`src/design/kva_pkg.sv`:
```
// Shared types, constants and key tables for the keyboard voice allocator.
package kva_pkg;

	// Voice table geometry
	localparam int VOICES     = 8;
	localparam int WAVE_COUNT = 4;
	localparam int IDX_W      = (VOICES > 1) ? $clog2(VOICES) : 1;
	localparam int CNT_W      = IDX_W + 1;
	localparam int NOTE_KEYS  = 30;
	localparam int KIDX_W     = 5;

	// Field widths of one voice
	localparam int NOTE_W  = 7;
	localparam int WAVE_W  = 4;
	localparam int LEVEL_W = 8;
	localparam int ST_W    = 2;
	localparam int AGE_W   = 32;
	localparam int OCT_W   = 3;

	// Command codes
	localparam logic [1:0] CMD_DOWN = 2'd0;
	localparam logic [1:0] CMD_UP   = 2'd1;
	localparam logic [1:0] CMD_TICK = 2'd2;

	// Voice states
	localparam logic [ST_W-1:0] VS_OFF      = 2'd0;
	localparam logic [ST_W-1:0] VS_HELD     = 2'd1;
	localparam logic [ST_W-1:0] VS_RELEASED = 2'd2;

	// Function key usage codes
	localparam logic [8:0] KEY_HOME = 9'd74;
	localparam logic [8:0] KEY_END  = 9'd77;
	localparam logic [8:0] KEY_F1   = 9'd58;
	localparam logic [8:0] KEY_F2   = 9'd59;
	localparam logic [8:0] KEY_F3   = 9'd60;
	localparam logic [8:0] KEY_F4   = 9'd61;
	localparam logic [8:0] KEY_F5   = 9'd62;
	localparam logic [8:0] KEY_F6   = 9'd63;

	// Octave and level limits
	localparam logic [OCT_W-1:0]   OCT_MIN   = 3'd1;
	localparam logic [OCT_W-1:0]   OCT_MAX   = 3'd6;
	localparam logic [OCT_W-1:0]   OCT_RST   = 3'd4;
	localparam logic [LEVEL_W-1:0] LEVEL_MIN = 8'd1;
	localparam logic [LEVEL_W-1:0] LEVEL_MAX = 8'd255;
	localparam logic [LEVEL_W-1:0] LEVEL_RST = 8'd8;
	localparam logic [NOTE_W-1:0]  NOTE_OFS  = 7'd10;
	localparam logic [NOTE_W-1:0]  SEMIS     = 7'd12;

	// Decoded function of a key
	typedef enum logic [3:0] {
		FN_NONE,
		FN_OCT_UP,
		FN_OCT_DN,
		FN_CAR_UP,
		FN_CAR_DN,
		FN_MOD_UP,
		FN_MOD_DN,
		FN_LVL_UP,
		FN_LVL_DN
	} key_fn_t;

	typedef struct packed {
		key_fn_t           fn;
		logic              is_note;
		logic [KIDX_W-1:0] key_idx;
	} key_dec_t;

	// One voice table entry
	typedef struct packed {
		logic [NOTE_W-1:0]  note;
		logic [WAVE_W-1:0]  car;
		logic [WAVE_W-1:0]  modw;
		logic [LEVEL_W-1:0] level;
		logic [ST_W-1:0]    st;
		logic [AGE_W-1:0]   age;
	} voice_t;

	localparam int ENTRY_W = $bits(voice_t);

	// Usage code of each note key, ascending pitch
	function automatic logic [8:0] note_code(input int i);
		logic [8:0] c;
		case (i)
			0:       c = 9'd4;
			1:       c = 9'd29;
			2:       c = 9'd22;
			3:       c = 9'd27;
			4:       c = 9'd7;
			5:       c = 9'd6;
			6:       c = 9'd25;
			7:       c = 9'd10;
			8:       c = 9'd5;
			9:       c = 9'd11;
			10:      c = 9'd17;
			11:      c = 9'd13;
			12:      c = 9'd16;
			13:      c = 9'd20;
			14:      c = 9'd31;
			15:      c = 9'd26;
			16:      c = 9'd32;
			17:      c = 9'd8;
			18:      c = 9'd21;
			19:      c = 9'd34;
			20:      c = 9'd23;
			21:      c = 9'd35;
			22:      c = 9'd28;
			23:      c = 9'd36;
			24:      c = 9'd24;
			25:      c = 9'd12;
			26:      c = 9'd38;
			27:      c = 9'd18;
			28:      c = 9'd39;
			29:      c = 9'd19;
			default: c = 9'd0;
		endcase
		return c;
	endfunction

	// Wave select stepping, wrapping both ways
	function automatic logic [WAVE_W-1:0] wave_up(input logic [WAVE_W-1:0] w);
		return (w == WAVE_W'(WAVE_COUNT - 1)) ? '0 : w + WAVE_W'(1);
	endfunction

	function automatic logic [WAVE_W-1:0] wave_down(input logic [WAVE_W-1:0] w);
		return (w == '0) ? WAVE_W'(WAVE_COUNT - 1) : w - WAVE_W'(1);
	endfunction

endpackage

```
`src/design/kva_ram.sv`:
```
// Generic simple dual-port RAM, one write and one registered read per cycle.
module kva_ram #(
	parameter int WIDTH = 8,
	parameter int DEPTH = 8,
	parameter int AW    = (DEPTH > 1) ? $clog2(DEPTH) : 1
) (
	input  logic             clk,
	input  logic             we,
	input  logic [AW-1:0]    waddr,
	input  logic [WIDTH-1:0] wdata,
	input  logic [AW-1:0]    raddr,
	output logic [WIDTH-1:0] rdata
);

	logic [WIDTH-1:0] mem [DEPTH];

	always_ff @(posedge clk) begin
		if (we) begin
			mem[waddr] <= wdata;
		end
		rdata <= mem[raddr];
	end

endmodule

```
`src/design/kva_keydec.sv`:
```
// Scancode decoder: function keys and note key index.
module kva_keydec
	import kva_pkg::*;
(
	input  logic [8:0] scancode,
	output key_dec_t   dec
);

	// Function keys, then note key match; codes are unique so the hits are disjoint
	always_comb begin
		case (scancode)
			KEY_HOME: dec.fn = FN_OCT_UP;
			KEY_END:  dec.fn = FN_OCT_DN;
			KEY_F1:   dec.fn = FN_CAR_UP;
			KEY_F2:   dec.fn = FN_CAR_DN;
			KEY_F3:   dec.fn = FN_MOD_UP;
			KEY_F4:   dec.fn = FN_MOD_DN;
			KEY_F5:   dec.fn = FN_LVL_UP;
			KEY_F6:   dec.fn = FN_LVL_DN;
			default:  dec.fn = FN_NONE;
		endcase
		dec.is_note = 1'b0;
		dec.key_idx = '0;
		for (int i = 0; i < NOTE_KEYS; i++) begin
			if (scancode == note_code(i)) begin
				dec.is_note = 1'b1;
				dec.key_idx = KIDX_W'(i);
			end
		end
	end

endmodule

```
`src/design/keyboard_voice_allocator.sv`:
```
// Keyboard voice allocator: top level with voice table walker.
// Note key-down and parameter keys finish in the accepting cycle; busy stays low.
// Octave keys, key-up of a note key and tick walk the voice table: busy until
// the walk ends (key-up may stop early at its match), one RAM entry per cycle.
// A tick gives VOICES results, one per cycle.
// Reset clears control and per-entry valid bits, so every voice reads as off at once.
module keyboard_voice_allocator
	import kva_pkg::*;
(
	input  logic               clk,
	input  logic               arst_n,
	input  logic               start,
	output logic               busy,
	input  logic [1:0]         command,
	input  logic [8:0]         scancode,
	output logic               result_valid,
	output logic [5:0]         voice_index,
	output logic [NOTE_W-1:0]  note_number,
	output logic [WAVE_W-1:0]  carrier_wave,
	output logic [WAVE_W-1:0]  modulator_wave,
	output logic [LEVEL_W-1:0] level_eighths,
	output logic [ST_W-1:0]    voice_state,
	output logic [AGE_W-1:0]   voice_age,
	output logic               last_voice
);

	typedef enum logic {ST_IDLE, ST_WALK} state_t;
	typedef enum logic [1:0] {OP_REL, OP_KEYUP, OP_TICK} op_t;

	state_t             state_q;
	op_t                op_q;
	logic [CNT_W-1:0]   rd_q;
	logic [NOTE_W-1:0]  note_q;
	logic [OCT_W-1:0]   octave_q;
	logic [WAVE_W-1:0]  car_q;
	logic [WAVE_W-1:0]  mod_q;
	logic [LEVEL_W-1:0] level_q;
	logic [IDX_W-1:0]   slot_q;
	logic [VOICES-1:0]  valid_q;

	logic               rvld_s1;
	logic               ev_s1;
	logic [IDX_W-1:0]   raddr_s1;

	key_dec_t           dec;
	logic               accept;
	logic               note_wr;
	logic [IDX_W-1:0]   slot_next;
	logic [NOTE_W-1:0]  note_calc;
	logic               issue;
	logic               finish;
	logic               walk_wr;
	logic               keyup_hit;
	logic               at_last;
	logic [ENTRY_W-1:0] ram_rdata;
	voice_t             cur;
	voice_t             upd;
	voice_t             fresh;
	logic               we;
	logic [IDX_W-1:0]   waddr;
	voice_t             wdata;

	kva_keydec u_keydec (
		.scancode (scancode),
		.dec      (dec)
	);

	assign busy   = (state_q != ST_IDLE);
	assign accept = start && !busy;

	// Note number from key index and current octave
	assign note_calc = NOTE_W'(dec.key_idx) + SEMIS * NOTE_W'(octave_q) - NOTE_OFS;
	assign slot_next = (slot_q == IDX_W'(VOICES - 1)) ? '0 : slot_q + IDX_W'(1);
	assign note_wr   = accept && (command == CMD_DOWN) && (dec.fn == FN_NONE) && dec.is_note;

	always_comb begin
		fresh       = '0;
		fresh.note  = note_calc;
		fresh.car   = car_q;
		fresh.modw  = mod_q;
		fresh.level = level_q;
		fresh.st    = VS_HELD;
	end

	// Read-modify-write of the entry read last cycle
	assign cur       = ev_s1 ? voice_t'(ram_rdata) : voice_t'('0);
	assign at_last   = (raddr_s1 == IDX_W'(VOICES - 1));
	assign keyup_hit = (op_q == OP_KEYUP) && (cur.st == VS_HELD) && (cur.note == note_q);

	always_comb begin
		upd     = cur;
		walk_wr = 1'b0;
		case (op_q)
			OP_REL: begin
				upd.st  = VS_RELEASED;
				walk_wr = (cur.st == VS_HELD);
			end
			OP_KEYUP: begin
				upd.st  = VS_RELEASED;
				walk_wr = keyup_hit;
			end
			OP_TICK: begin
				if (cur.st != VS_OFF && cur.age != '1) begin
					upd.age = cur.age + AGE_W'(1);
				end
				walk_wr = 1'b1;
			end
			default: begin
				walk_wr = 1'b0;
			end
		endcase
	end

	assign finish = (state_q == ST_WALK) && rvld_s1 && (keyup_hit || at_last);
	assign issue  = (state_q == ST_WALK) && (rd_q < CNT_W'(VOICES)) && !finish;

	// Write port: walker write-back or new note
	always_comb begin
		if ((state_q == ST_WALK) && rvld_s1 && walk_wr) begin
			we    = 1'b1;
			waddr = raddr_s1;
			wdata = upd;
		end else begin
			we    = note_wr;
			waddr = slot_next;
			wdata = fresh;
		end
	end

	kva_ram #(
		.WIDTH (ENTRY_W),
		.DEPTH (VOICES),
		.AW    (IDX_W)
	) u_ram (
		.clk   (clk),
		.we    (we),
		.waddr (waddr),
		.wdata (wdata),
		.raddr (rd_q[IDX_W-1:0]),
		.rdata (ram_rdata)
	);

	// Per-entry valid bits; an unwritten entry reads as an off voice
	always_ff @(posedge clk or negedge arst_n) begin
		if (!arst_n) begin
			valid_q <= '0;
		end else if (we) begin
			valid_q[waddr] <= 1'b1;
		end
	end

	// Read pipeline stage
	always_ff @(posedge clk or negedge arst_n) begin
		if (!arst_n) begin
			rvld_s1 <= 1'b0;
		end else begin
			rvld_s1 <= issue;
		end
	end

	always_ff @(posedge clk) begin
		raddr_s1 <= rd_q[IDX_W-1:0];
		ev_s1    <= valid_q[rd_q[IDX_W-1:0]];
	end

	// Sequencer, parameter registers and result registers
	always_ff @(posedge clk or negedge arst_n) begin
		if (!arst_n) begin
			state_q        <= ST_IDLE;
			op_q           <= OP_TICK;
			rd_q           <= '0;
			note_q         <= '0;
			octave_q       <= OCT_RST;
			car_q          <= '0;
			mod_q          <= '0;
			level_q        <= LEVEL_RST;
			slot_q         <= '0;
			result_valid   <= 1'b0;
			voice_index    <= '0;
			note_number    <= '0;
			carrier_wave   <= '0;
			modulator_wave <= '0;
			level_eighths  <= '0;
			voice_state    <= '0;
			voice_age      <= '0;
			last_voice     <= 1'b0;
		end else begin
			result_valid <= 1'b0;
			case (state_q)
				ST_IDLE: begin
					rd_q <= '0;
					if (accept) begin
						case (command)
							CMD_DOWN: begin
								case (dec.fn)
									FN_OCT_UP: begin
										if (octave_q < OCT_MAX) octave_q <= octave_q + OCT_W'(1);
										op_q    <= OP_REL;
										state_q <= ST_WALK;
									end
									FN_OCT_DN: begin
										if (octave_q > OCT_MIN) octave_q <= octave_q - OCT_W'(1);
										op_q    <= OP_REL;
										state_q <= ST_WALK;
									end
									FN_CAR_UP: car_q <= wave_up(car_q);
									FN_CAR_DN: car_q <= wave_down(car_q);
									FN_MOD_UP: mod_q <= wave_up(mod_q);
									FN_MOD_DN: mod_q <= wave_down(mod_q);
									FN_LVL_UP: begin
										if (level_q < LEVEL_MAX) level_q <= level_q + LEVEL_W'(1);
									end
									FN_LVL_DN: begin
										if (level_q > LEVEL_MIN) level_q <= level_q - LEVEL_W'(1);
									end
									default: begin
										if (dec.is_note) slot_q <= slot_next;
									end
								endcase
							end
							CMD_UP: begin
								if (dec.is_note) begin
									note_q  <= note_calc;
									op_q    <= OP_KEYUP;
									state_q <= ST_WALK;
								end
							end
							CMD_TICK: begin
								op_q    <= OP_TICK;
								state_q <= ST_WALK;
							end
							default: begin
								state_q <= ST_IDLE;
							end
						endcase
					end
				end
				ST_WALK: begin
					if (issue) rd_q <= rd_q + CNT_W'(1);
					if (rvld_s1 && (op_q == OP_TICK)) begin
						result_valid   <= 1'b1;
						voice_index    <= 6'(raddr_s1);
						note_number    <= upd.note;
						carrier_wave   <= upd.car;
						modulator_wave <= upd.modw;
						level_eighths  <= upd.level;
						voice_state    <= upd.st;
						voice_age      <= upd.age;
						last_voice     <= at_last;
					end
					if (finish) state_q <= ST_IDLE;
				end
				default: begin
					state_q <= ST_IDLE;
				end
			endcase
		end
	end

endmodule

```
`config.mk`:
```
export PLATFORM = sky130hd
export DESIGN_NAME = keyboard_voice_allocator
export DESIGN_NICKNAME = d
export VERILOG_FILES = /design/src/design/kva_pkg.sv /design/src/design/kva_ram.sv /design/src/design/kva_keydec.sv /design/src/design/keyboard_voice_allocator.sv
export SDC_FILE = /design/constraint.sdc
export NUM_CORES = 1
export LEC_CHECK = 0
export ABC_AREA = 1
export BUFFER_PORTS_ARGS = -buffer_cell sky130_fd_sc_hd__buf_2
export CAP_MARGIN = 30
export CORE_ASPECT_RATIO = 0.7
export CORE_MARGIN = 3
export CORE_UTILIZATION = 45
export CTS_CLUSTER_DIAMETER = 80
export CTS_CLUSTER_SIZE = 12
export DETAILED_ROUTE_END_ITERATION = 16
export PLACE_DENSITY = 0.58
export SETUP_SLACK_MARGIN = 0.02
export SYNTH_ARGS = -nofsm -noshare
export SYNTH_HDL_FRONTEND = slang
export SYNTH_SLANG_ARGS = --single-unit
```
`constraint.sdc`:
```
create_clock -name clk -period 8.91 [get_ports clk]
set_input_delay 0 -clock clk [delete_from_list [all_inputs] [get_ports clk]]
set_output_delay 0 -clock clk [all_outputs]
set_load 0.02 [all_outputs]
```
# Yosys cells after proc, flatten, opt, wreduce, memory -nomap -nowiden
# Memories as Yosys holds them, arrays and structs flattened. A register that Yosys moved wholly into a read port is not among the register bits.
# Cells that the tools add are included.
# W data, S select, Z words.
# word_totals
in_bits,14
register_bits,111
mem_count,1
ram_bits,456
wordCells,222
out_inout_bits,66
# op_classes
n_eq_ne,64
mul,1
n_addsub,13
muxes,71
n_reduce_logical,39
magnitude_cmp,8
bitwise_logic,3
# mem_list
name,words,word_bits,rd,rd_ports_with_merged_regs,write_ports,line,source
u_ram.mem,8,57,1,1,1,kva_ram.sv:15,logic [WIDTH-1:0] mem [DEPTH];
# op_table
op,count
$mux W6,30
$eq A9 B5 Y1 const B,15
$mux W57,2
$eq A9 B6 Y1 const B,12
$mux W32,2
$eq A9 B4 Y1 const B,5
$eq A9 B3 Y1 const B,4
$add A32 B1 Y32 const B,1
$ne A32 B32 Y1 const B,1
$pmux W4 S8,1
$pmux W4 S2,3
$mux W4,5
$eq A9 B7 Y1 const B,2
$eq A4 B2 Y1 const B,4
$eq A4 B3 Y1 const B,4
$mux W8,2
$pmux W8 S2,1
$logic_and A1 B1 Y1,14
$add A4 B1 Y4 const B,3
$logic_not A4 Y1,3
$mux W3,4
$ne A2 B2 Y1 const B,6
$reduce_and A4 Y1,3
$reduce_and A6 Y1,2
41 further kinds,70

# Longest topological paths before layout
# Gate-level depths: netlist of run 1.
# logic_depth
word_depth,35
mapped_depth,19
ltp_nobuf,19

# Hierarchy
# Synthesis of run 1 repeated with hierarchy kept, for this count alone.
# hier_totals
cells_unflattened,3249
hier_area_um2,28920.2
# modules_own_cells
module,seq_area_each_um2,instances,cells_each,area_per_inst_um2
kva_ram,14834.2,1,2045,20958.9
keyboard_voice_allocator,2761.4,1,1070,7319.5
kva_keydec,0.0,1,134,641.9

# Worst setup path before layout of run 1
# OpenSTA, ideal clock, no wires.
# synth_timing
path_kind,register to register
startpoint,register ev_s1
endpoint,"memory u_ram.mem[0][0] in the netlist's numbering, enable pin"
setup_ns,0.411
synth_period_minus_slack_ns,3.321
slack_ns,5.589
stages_incl_launch_ff,16
arrival_time_ns,2.910
path_cell_list,dfxtp_1 buf_4 buf_6 nand2_1 xnor2_1 nor2_1 nand4_1 nand2_1 nand2_1 buf_2 nand2_1 o21ai_1 inv_2 nor2_1 nand3_1 inv_1
# synth_via
elab_chain_cells,9
word_cells_on_any_way,11
cone_classes,eq/ne: 2; mux: 6; reduce/logical: 3
# synth_lines
element,line,source
from (decl),keyboard_voice_allocator.sv:42,logic ev_s1;
from (signal assigned),keyboard_voice_allocator.sv:163,ev_s1 <= valid_q[rd_q[IDX_W-1:0]];
$mux W57 *,keyboard_voice_allocator.sv:86,assign cur = ev_s1 ? voice_t'(ram_rdata) : voice_t'('0);
$eq A2 B1 Y1,"keyboard_voice_allocator.sv:88, keyboard_voice_allocator.sv:96",
$logic_and A1 B1 Y1 (2 in a row),keyboard_voice_allocator.sv:88,assign keyup_hit = (op_q == OP_KEYUP) && (cur.st == VS_HELD) && (cur.note == note_q);
$pmux W1 S3 *,keyboard_voice_allocator.sv:93,case (op_q)
$logic_and A1 B1 Y1 *,keyboard_voice_allocator.sv:119,if ((state_q == ST_WALK) && rvld_s1 && walk_wr) begin
$mux W1,keyboard_voice_allocator.sv:119,
$mux W1,kva_ram.sv:18,if (we) begin
$mux W1 (implied by the code),kva_ram.sv:19,mem[waddr] <= wdata;
to (decl),kva_ram.sv:15,
# Every way passes the cells marked *; elsewhere a longest branch is shown, timed or not.

# Final worst setup path of run 1
# layout_timing
startpoint,register ev_s1
endpoint,"memory u_ram.mem[1][31] in the netlist's numbering, enable pin"
# The elaborated chain is that of the path after synthesis.

==> results of run 1 <==
==> layout by cell type, fill, tap and decap left out, types with 27 or more instances in the layout <==
cell / count
xor2_1: 37
edfxtp_1: 456
nor2_1: 507
inv_1: 105
clkbuf_1: 48
nand3_1: 70
o21ai_0: 320
o22ai_1: 59
o21ai_1: 27
clkbuf_16: 57
dfrtp_1: 102
nand2_1: 351
a31oi_1: 60
dfxtp_1: 60
buf_2: 79
==> logic make-up (layout without fill, tap and decap cells) <==
| group | count (synthesis) | after routing | synth area share (%) |
|---|---|---|---|
| adder cells (fa/ha/maj) | 25 | 25 | 1.247 |
| XOR/XNOR | 50 | 50 | 1.666 |
| multiplexers | 2 | 2 | 0.07616 |
| other | 1 | 3 | 0.01427 |
| AND/OR/NAND/NOR | 1025 | 1025 | 15.97 |
| buffers and inverters | 255 | 361 | 3.827 |
| AO/OA/AOI/OAI | 499 | 499 | 10.25 |
| flip-flops | 624 | 624 | 66.94 |
==> power by group <==
part / internal, uW / switching, uW
clock network: 1210 / 1050
registers: 3850 / 417
logic: 881 / 2380
==> per-stage QoR <==
stage	setup slack (ps)	hold slack, ps	instances
2_1_floorplan	5589	-295.6	2483
3_3_place_gp	4809	-15.62	3208
3_5_place_dp	4714	-16.04	3219
4_1_cts	4703	2.488	3337
5_1_grt	4387	116.3	3339
6_report	4721	51.53	3339
==> worst min-delay path, stage by stage <==
cell and delay, ps:
buf_2 120, inv_2 70, nor3_2 70, nand2_1 130, a21oi_1 100, nor2_1 90, a31oi_1 40
==> area by class of cell <==
| type | instances | area share (%) |
|---|---|---|
| Timing Repair Buffer | 121 | 3.023 |
| Multi-Input combinational cell | 1604 | 26.26 |
| Sequential cell | 624 | 60.07 |
| Clock buffer | 105 | 5.482 |
| Inverter | 132 | 1.733 |
| Tap cell | 750 | 3.202 |
| Clock inverter | 3 | 0.2348 |
==> registers in the layout (all words and copies together) (netlist names), 2 cells and up <==
| register | count |
|---|---|
| u_ram.mem | 456 |
| raddr_s1 | 3 |
| modulator_wave | 4 |
| note_number | 7 |
| level_eighths | 8 |
| op_q | 2 |
| note_q | 7 |
| carrier_wave | 4 |
| u_ram.rdata | 57 |
| slot_q | 3 |
| octave_q | 3 |
| valid_q | 8 |
| voice_age | 32 |
| mod_q | 4 |
| car_q | 4 |
| voice_state | 2 |
| voice_index | 3 |
| level_q | 8 |
| rd_q | 4 |
==> metal layers <==
| layer | part of all wire, % | GRT usage, % |
|---|---|---|
| met5 | 0 | 0 |
| met4 | 1.5 | 4.694 |
| met3 | 10 | 6.659 |
| met2 | 39 | 30.13 |
| met1 | 49 | 36.67 |
==> worst max-delay path by stage <==
| stage | slack (ps) | depth (start not counted) | start | to |
|---|---|---|---|---|
| floorplan | 5590 | 15 | ev_s1 | u_ram.mem[0][0] |
| global placement | 4810 | 14 | ev_s1 | u_ram.mem[1][14] |
| detailed placement | 4710 | 14 | ev_s1 | u_ram.mem[1][16] |
| CTS | 4700 | 14 | ev_s1 | u_ram.mem[1][51] |
| global route | 4390 | 14 | ev_s1 | u_ram.mem[1][51] |
| finish | 4720 | 14 | ev_s1 | u_ram.mem[1][31] |
==> summary.log, run 1 <==
INFO  synth          synthesis.yosys.warnings=0
INFO  synth          async_flop_share=17.15%
INFO  drt            drt_pre_antenna_iters=6
INFO  critical_path  worstReg2RegStart=ev_s1
INFO  pwr            power_leakage=0.01121uW
INFO  hold_path      hold_path_end=car_q[2]
INFO  global_route   first_global_vias=17232
INFO  critical_path  critPathMaxStageDelay=770ps
INFO  critical_path  startpoint_type=flip-flop
INFO  critical_path  path_delay_family=buffers and inverters
INFO  cts            cts_post_setup_buffers_inserted=0
INFO  critical_path  reg2reg_to=u_ram.mem[1][31]
INFO  final_layout   register_area=17600um^2
INFO  placed_design  hpwlAfterDp=42.66mm
INFO  pwr            vdd_drop_max=0.2298mV
INFO  timing         worstMarginPinSlew=1066ps
INFO  timing         period_needed=4189ps
INFO  global_route   global_route.overflow_total=0
INFO  final_layout   multi_input_logic_area=7696um^2
INFO  global_route   grt_usage=22.80%
INFO  hold_path      worstHoldPathCells=7
INFO  synth          gate_count_after_technology_mapping=2481
INFO  placed_design  portBuffers=76
INFO  final_layout   fillCellCount=5068
INFO  placed_design  gp_congestion=0.9391
INFO  timing         fin_worst_skew=28.53ps
INFO  cts            cts.reportedPaths.clkPinSlew=60ps
INFO  final_layout   final_nets=2579
INFO  drt            drt.antenna.violating_nets=0
INFO  critical_path  endpoint_kind_of_the_worst_setup_timing_path=flip-flop
INFO  critical_path  path_common_cell=nand2_1
INFO  timing         final-setup-viol-count=0
INFO  cts            htree_levels=2
INFO  timing         timing.final.hold_violations=0
INFO  floorplanning  coreArea=57270um^2
INFO  critical_path  cpMaxStageDelayCell=dfxtp_2
INFO  final_layout   post_synthesis_to_final_layout_area_growth=11.50%
INFO  flow_run       cap_violations=0
INFO  status         outcome=complete, no violations
INFO  pwr            power=9794uW
INFO  timing         final_min_period_over_clock_period=47.02%
INFO  drt            route.vias.total=18453
INFO  drt            totalWireLength=70.24mm
INFO  floorplanning  overall_die_area=61390um^2
INFO  synth          register_area_share_after_synthesis=66.94%
INFO  final_layout   antenna-diode-count=0
INFO  timing         setup_total_negative_slack=0ps
INFO  hold_path      min_path_type=input port to flip-flop
INFO  pwr            power.density=334.2nW/um^2
INFO  global_route   grt_start_max_net_pins=156
INFO  critical_path  critPathBufInv=4
INFO  global_route   grt_pass1_wl=106.9mm
INFO  synth          synth_largest_area_cell=edfxtp_1
INFO  critical_path  timing.setup.critical_path_class=flip-flop to flip-flop
INFO  cts            cts_num_sinks=624
INFO  cts            cts-root-to-sink-buffers=3
INFO  critical_path  timing.critical_path.fanout_max=67
INFO  synth          ys_types=55
INFO  timing         setup_repair_after_global_routing_missed_its_margin=false
INFO  final_layout   drive_above_1_share=8.768%
INFO  timing         max_slew_margin=28.20%
INFO  cts            cts_buffers=57
INFO  final_layout   final_core_util=51.18%
INFO  cts            ctsHoldBuffers=10
INFO  critical_path  critPathArrivalTime=4450ps
INFO  critical_path  cell_breakdown_of_the_critical_path=nand2_1, xnor2_1, nor2_1, nand4_1, nand2_1, nand2_2, buf_4, nand2_1, o21ai_1, inv_2, nor2_1, nand3_1, inv_2, buf_4
INFO  drt            drc=0
INFO  synth          synth.top_cell.area_share=52.09%
INFO  critical_path  cp.required=9170ps
INFO  global_route   grt_antenna_before_repair=1
INFO  synth          synth_edf_count=456
INFO  floorplanning  placement_rows=73
INFO  synth          synth_area_leaders=edfxtp_1 (52%), dfrtp_1 (9.9%), nor2_1 (7.3%)
INFO  drt            post_drt_via_cell_ratio=5.527
INFO  synth          post-synth-top-count-cell=nor2_1
INFO  cts            postCtsResizedCells=0
INFO  critical_path  reg2reg_depth=14
INFO  synth          synthTopCellsByCount=nor2_1 (508), edfxtp_1 (456), nand2_1 (352)
INFO  cts            insertion_delay=640ps
INFO  placed_design  dpl_cell_area=27490um^2
INFO  floorplanning  design.portCount=80
INFO  critical_path  ff_to_ff_setup_slack=4720ps
INFO  final_layout   finalInstanceArea=29310um^2
INFO  floorplanning  die_w=294.9um
INFO  drt            routedWlPerCell=21.04um
INFO  synth          ys_ff_latch=624
INFO  floorplanning  initial_core_util=45.90%
INFO  synth          syn_avg_cell_area=10.59um^2
INFO  synth          postSynth.topFlopCell=edfxtp_1
INFO  cts            cts_root_buf=clkbuf_16
INFO  drt            iteration_0_drc_count_of_the_detailed_router=1826
INFO  timing         timing.final.max_slew_violations=0
INFO  cts            tritoncts_clock_tree=done
INFO  hold_path      min_from=scancode[5]
INFO  synth          post_synth_instance_area=26290um^2
INFO  timing         fmax=238.7MHz
INFO  floorplanning  fp.dieH=208.2um
No activity file was read; power rests on OpenSTA's default activity.
==> run 2: changes to the inputs <==
- PLACE_DENSITY: 0.58 -> 0.6
- clock period: 8.91 -> 3.76 ns (I/O delays scaled with it)
==> summary.log, run 2 (synthesized netlist as in run 1, its figures left out) <==
INFO  cts            tritoncts_clock_tree=done
INFO  timing         timing.final.max_slew_violations=0
INFO  drt            post_drt_via_cell_ratio=5.533
INFO  final_layout   layout.cells.most_common=nor2_1
INFO  placed_design  gp_congestion=0.9359
INFO  global_route   first_global_vias=17466
INFO  timing         final_min_period_over_clock_period=88.35%
INFO  cts            insertion_delay=620ps
INFO  cts            cts_root_buf=clkbuf_16
INFO  drt            totalWireLength=70.46mm
INFO  timing         finalHoldWorstSlack=37.17ps
INFO  pwr            power.density=786.0nW/um^2
INFO  global_route   grt_start_max_net_pins=118
INFO  placed_design  place_ws=268.7ps
INFO  placed_design  portBuffers=76
INFO  final_layout   register_area=17600um^2
INFO  flow_run       cap_violations=0
INFO  global_route   grt_antenna_before_repair=0
INFO  cts            htree_levels=2
INFO  critical_path  startpoint_type=flip-flop
INFO  floorplanning  design.portCount=80
INFO  timing         period_needed=3322ps
INFO  pwr            power_leakage=0.01137uW
INFO  cts            cts-root-to-sink-buffers=3
INFO  floorplanning  initial_core_util=45.90%
INFO  timing         worstMarginPinSlew=1014ps
INFO  final_layout   biggestRegsByFlops=u_ram.mem x456, u_ram.rdata x57, voice_age x32
INFO  floorplanning  die_w=294.9um
INFO  critical_path  reg2reg_to=u_ram.mem[5][31]
INFO  drt            route.vias.total=18606
INFO  critical_path  worstReg2RegStart=ev_s1
INFO  pwr            vdd_drop_max=0.5506mV
INFO  global_route   grt_pass1_wl=108.3mm
INFO  timing         setup_total_negative_slack=0ps
INFO  critical_path  timing.critical_path.fanout_max=9
INFO  floorplanning  fp.dieH=208.2um
INFO  final_layout   largest_register_ff_count=456
INFO  final_layout   post_synthesis_to_final_layout_area_growth=12.85%
INFO  critical_path  cp.required=4030ps
INFO  cts            cts.reportedPaths.clkPinSlew=60ps
INFO  final_layout   final_cell_mix=nor2_1 (507), edfxtp_1 (456), nand2_1 (351)
INFO  critical_path  critPathArrivalTime=3590ps
INFO  global_route   global_route.overflow_total=0
INFO  hold_path      hold_path_end=car_q[2]
INFO  timing         setup_slack=438.0ps
INFO  timing         max_slew_margin=31.66%
INFO  timing         final-setup-viol-count=0
INFO  critical_path  endpoint_kind_of_the_worst_setup_timing_path=flip-flop
INFO  critical_path  ff_to_ff_setup_slack=440ps
INFO  hold_path      min_path_type=input port to flip-flop
INFO  hold_path      worstHoldPathCells=7
INFO  timing         timing.final.hold_violations=0
INFO  critical_path  reg2reg_depth=14
INFO  drt            drt_pre_antenna_iters=6
INFO  timing         fmax=301.0MHz
INFO  global_route   grt_usage=22.88%
INFO  final_layout   fillCellCount=5047
INFO  status         outcome=complete, no violations
INFO  pwr            power=23310uW
INFO  drt            routedWlPerCell=20.95um
INFO  hold_path      min_from=scancode[5]
INFO  cts            cts_buffers=57
INFO  floorplanning  placement_rows=73
INFO  critical_path  timing.setup.critical_path_class=flip-flop to flip-flop
INFO  final_layout   multi_input_logic_area=7696um^2
INFO  placed_design  hpwlAfterDp=43.68mm
INFO  drt            drt.antenna.violating_nets=0
INFO  timing         setup_repair_after_global_routing_missed_its_margin=false
INFO  timing         fin_worst_skew=24.31ps
INFO  floorplanning  coreArea=57270um^2
INFO  floorplanning  overall_die_area=61390um^2
INFO  final_layout   biggest_register=u_ram.mem
INFO  final_layout   drive_above_1_share=9.648%
INFO  final_layout   final_nets=2604
INFO  drt            iteration_0_drc_count_of_the_detailed_router=2065
INFO  cts            postCtsResizedCells=0
INFO  cts            cts_num_sinks=624
INFO  drt            drc=0
run 2: cell types whose count changed in the layout (fill, tap and decap cells not counted):
cell / previous run / this run
buf_12: 1 / 29
buf_16: 7 / 0
buf_2: 79 / 75
buf_4: 24 / 35
clkbuf_4: 1 / 0
clkinv_16: 2 / 0
diode_2: 0 / 1
dlygate4sd3_1: 9 / 7
inv_16: 0 / 1
inv_8: 1 / 0
run 2: report_power, final:
part / leakage, uW / total, uW / internal [uW] / switching (uW)
Combinational: 0.00463 / 8230 / 2290 / 5950
Clock: 0.000769 / 5310 / 2860 / 2460
Sequential: 0.00597 / 9770 / 9110 / 658
Total: 0.0114 / 23300 / 14300 / 9060
run 2: how the worst max path moves through the flow:
| stage | from | endpoint | slack (ps) |
|---|---|---|---|
| floorplan | ev_s1 | u_ram.mem[0][0] | 440 |
| global placement | scancode[8] | u_ram.mem[6][56] | 350 |
| detailed placement | scancode[8] | u_ram.mem[5][56] | 270 |
| CTS | ev_s1 | u_ram.mem[5][31] | 470 |
| global route | ev_s1 | u_ram.mem[5][31] | 220 |
| finish | ev_s1 | u_ram.mem[5][31] | 440 |
run 2: layer usage:
metal	vias up	share of wire [%]	track usage (%)
li1	8758	-	-
met5	-	0.12	1.023
met2	732	41	32.21
met3	86	8.4	3.618
met1	9028	49	37.20
met4	2	1.5	4.213
run 2: worst max-delay path, stage by stage (launching register included):
cell and delay, ps:
dfxtp_2 380, nand2_1 160, inv_1 80, ha_1 220
nand3_1 130, inv_2 60, nand2_1 210, nor2_4 80
nand3_4 120, nand2_4 100, nor2_4 230, nand2_1 150
nor2_2 180, a21oi_1 110, nor3_1 750
run 2: through the flow:
step	std cells	area [um^2]	util (%)
after floorplan	2483	26290	-
after global placement	3247	27940	48.78
after detailed placement	3248	27940	48.79
after CTS	3362	29660	51.79
after global routing	3362	29660	51.79
final	3363	29660	51.79
run 2: layout make-up:
cell class,count,area share (%)
Timing Repair Buffer,146,4.345
Sequential cell,624,59.35
Clock inverter,1,0.06749
Antenna cell,1,0.008436
Tap cell,750,3.164
Multi-Input combinational cell,1604,25.95
Inverter,132,1.704
Clock buffer,105,5.416
run 2: repair_timing:
| item | CTS | global route |
|---|---|---|
| hold buffers | 8 | 0 |
| endpoints found under the hold margin | 112 | 0 |
| endpoints found under the setup margin | 0 | 0 |
| setup buffers | 0 | 0 |
==> run 3: changes to the inputs <==
- CELL_PAD_IN_SITES_DETAIL_PLACEMENT: default -> 0
- CELL_PAD_IN_SITES_GLOBAL_PLACEMENT: default -> 1
- GPL_ROUTABILITY_DRIVEN: default -> 1
- PLACE_DENSITY: 0.6 -> 0.73
==> summary.log, run 3 (synthesized netlist as in run 1, its figures left out) <==
INFO  global_route   global_route.overflow_total=0
INFO  timing         max_slew_margin=24.17%
INFO  drt            totalWireLength=70.79mm
INFO  critical_path  endpoint_kind_of_the_worst_setup_timing_path=flip-flop
INFO  cts            cts_buffers=58
INFO  timing         worstMarginPinSlew=1126ps
INFO  critical_path  critPathArrivalTime=3850ps
INFO  critical_path  first_element_of_the_critical_path=ev_s1
INFO  floorplanning  coreArea=57270um^2
INFO  pwr            power.density=794.2nW/um^2
INFO  drt            route.vias.total=18598
INFO  final_layout   fillCellCount=5032
INFO  final_layout   biggestRegsByFlops=u_ram.mem x456, u_ram.rdata x57, voice_age x32
INFO  flow_run       cap_violations=0
INFO  cts            cts_num_sinks=624
INFO  critical_path  timing.setup.critical_path_class=flip-flop to flip-flop
INFO  timing         setup_repair_after_global_routing_missed_its_margin=false
INFO  timing         final_min_period_over_clock_period=91.53%
INFO  critical_path  reg2reg_depth=14
INFO  pwr            power_leakage=0.01142uW
INFO  placed_design  hpwlAfterDp=43.05mm
INFO  placed_design  portBuffers=76
INFO  cts            tritoncts_clock_tree=done
INFO  timing         final-setup-viol-count=0
INFO  floorplanning  overall_die_area=61390um^2
INFO  drt            iteration_0_drc_count_of_the_detailed_router=1853
INFO  critical_path  startpoint_type=flip-flop
INFO  cts            htree_levels=2
INFO  critical_path  ff_to_ff_setup_slack=320ps
INFO  cts            insertion_delay=640ps
INFO  drt            post_drt_via_cell_ratio=5.504
INFO  final_layout   final_nets=2617
INFO  drt            drt.antenna.violating_nets=0
INFO  timing         fin_worst_skew=46.33ps
INFO  drt            drc=0
INFO  final_layout   final_core_util=51.90%
INFO  cts            cts.reportedPaths.clkPinSlew=60ps
INFO  critical_path  timing.critical_path.to=u_ram.mem[7][23]
INFO  global_route   grt_antenna_before_repair=2
INFO  final_layout   largest_register_ff_count=456
INFO  timing         period_needed=3442ps
INFO  final_layout   post_synthesis_to_final_layout_area_growth=13.07%
INFO  final_layout   final_cell_mix=nor2_1 (505), edfxtp_1 (456), nand2_1 (351)
INFO  critical_path  cp.required=4170ps
INFO  floorplanning  fp.dieH=208.2um
INFO  cts            cts_root_buf=clkbuf_16
INFO  final_layout   layout.cells.most_common=nor2_1
INFO  global_route   grt_usage=22.88%
INFO  pwr            vdd_drop_max=0.5694mV
INFO  critical_path  timing.critical_path.fanout_max=26
INFO  drt            routedWlPerCell=20.95um
INFO  timing         setup_total_negative_slack=0ps
INFO  global_route   grt_start_max_net_pins=239
INFO  critical_path  worstReg2RegStart=ev_s1
INFO  timing         timing.final.max_slew_violations=0
INFO  floorplanning  initial_core_util=45.90%
INFO  critical_path  reg2reg_to=u_ram.mem[7][23]
INFO  floorplanning  placement_rows=73
INFO  final_layout   drive_above_1_share=10.27%
INFO  final_layout   biggest_register=u_ram.mem
INFO  hold_path      min_path_type=input port to flip-flop
INFO  cts            cts_post_setup_buffers_inserted=0
INFO  global_route   first_global_vias=17168
INFO  timing         timing.final.hold_violations=0
INFO  status         outcome=complete, no violations
INFO  global_route   grt_pass1_wl=107.0mm
INFO  floorplanning  design.portCount=80
INFO  drt            drt_pre_antenna_iters=5
INFO  cts            cts-root-to-sink-buffers=3
INFO  floorplanning  die_w=294.9um
INFO  timing         fmax=290.6MHz
INFO  placed_design  gp_congestion=0.8881
-- run 3: power breakdown --
part           switching, uW  internal (uW)
logic                   6010           2370
clock network           2520           2920
registers                668           9110
-- run 3: metrics by stage --
| stage | total power [uW] | cell area, um^2 | std cells | hold WS [ps] | setup WS, ps |
|---|---|---|---|---|---|
| global placement | 18020 | 27810 | 3249 | 100.4 | 400.3 |
| finish | 23600 | 29720 | 3379 | 29.20 | 318.3 |
| global route | 25020 | 29720 | 3378 | 97.27 | 69.93 |
| floorplan | 14940 | 26290 | 2483 | -295.6 | 438.6 |
| CTS | 23620 | 29670 | 3373 | 1.491 | 212.3 |
| detailed placement | 18150 | 27860 | 3254 | 104.9 | 254.1 |
-- run 3: how the worst min path moves through the flow --
stage / startpoint / cells after the start / to / slack, ps
6_report: start / 7 / car_q[2] / 30
4_1_cts: start / 7 / car_q[2] / 1
2_1_floorplan: arst_n / 0 / busy / -300
5_1_grt: start / 7 / car_q[2] / 100
3_3_place_gp: arst_n / 1 / car_q[2] / 100
3_5_place_dp: arst_n / 1 / car_q[2] / 100
-- run 3: what timing repair did --
action,4_1_cts,5_1_grt
hold endpoints to repair,57,0
setup endpoints to repair,0,17
hold buffers,9,0
gates resized for setup,0,2
-- run 3: layout make-up --
class | count | area, um^2 | share of cell area, %
flip-flops and latches | 624 | 17610 | 59.24
multi-input cells | 1604 | 7701 | 25.91
clock buffers | 104 | 1624 | 5.464
repair buffers | 158 | 1249 | 4.201
well taps | 750 | 938.4 | 3.157
inverters | 132 | 504.2 | 1.697
clock inverters | 6 | 95.09 | 0.3199
diodes | 1 | 2.502 | 0.008420
-- run 3: routing by layer --
layer  routed length, um  vias to the layer above  track usage (%)
met5                   0                        -                0
met3                6210                       76            4.685
li1                    -                     8769                -
met2               27860                      689            30.43
met4                1086                        0            4.917
met1               35630                     9064            37.89
-- run 3: critical path, cell delays in order (launching register included) --
cell and delay [ps]:
dfxtp_4 460, nand2_1 170, inv_1 90, ha_1 230, nand3_1 130, inv_2 60, nand2_1 190, nor2_4 80
nand3_4 120, nand2_4 100, nor2_4 240, nand2_1 160, nor2_2 220, xor2_1 510, and2_1 430
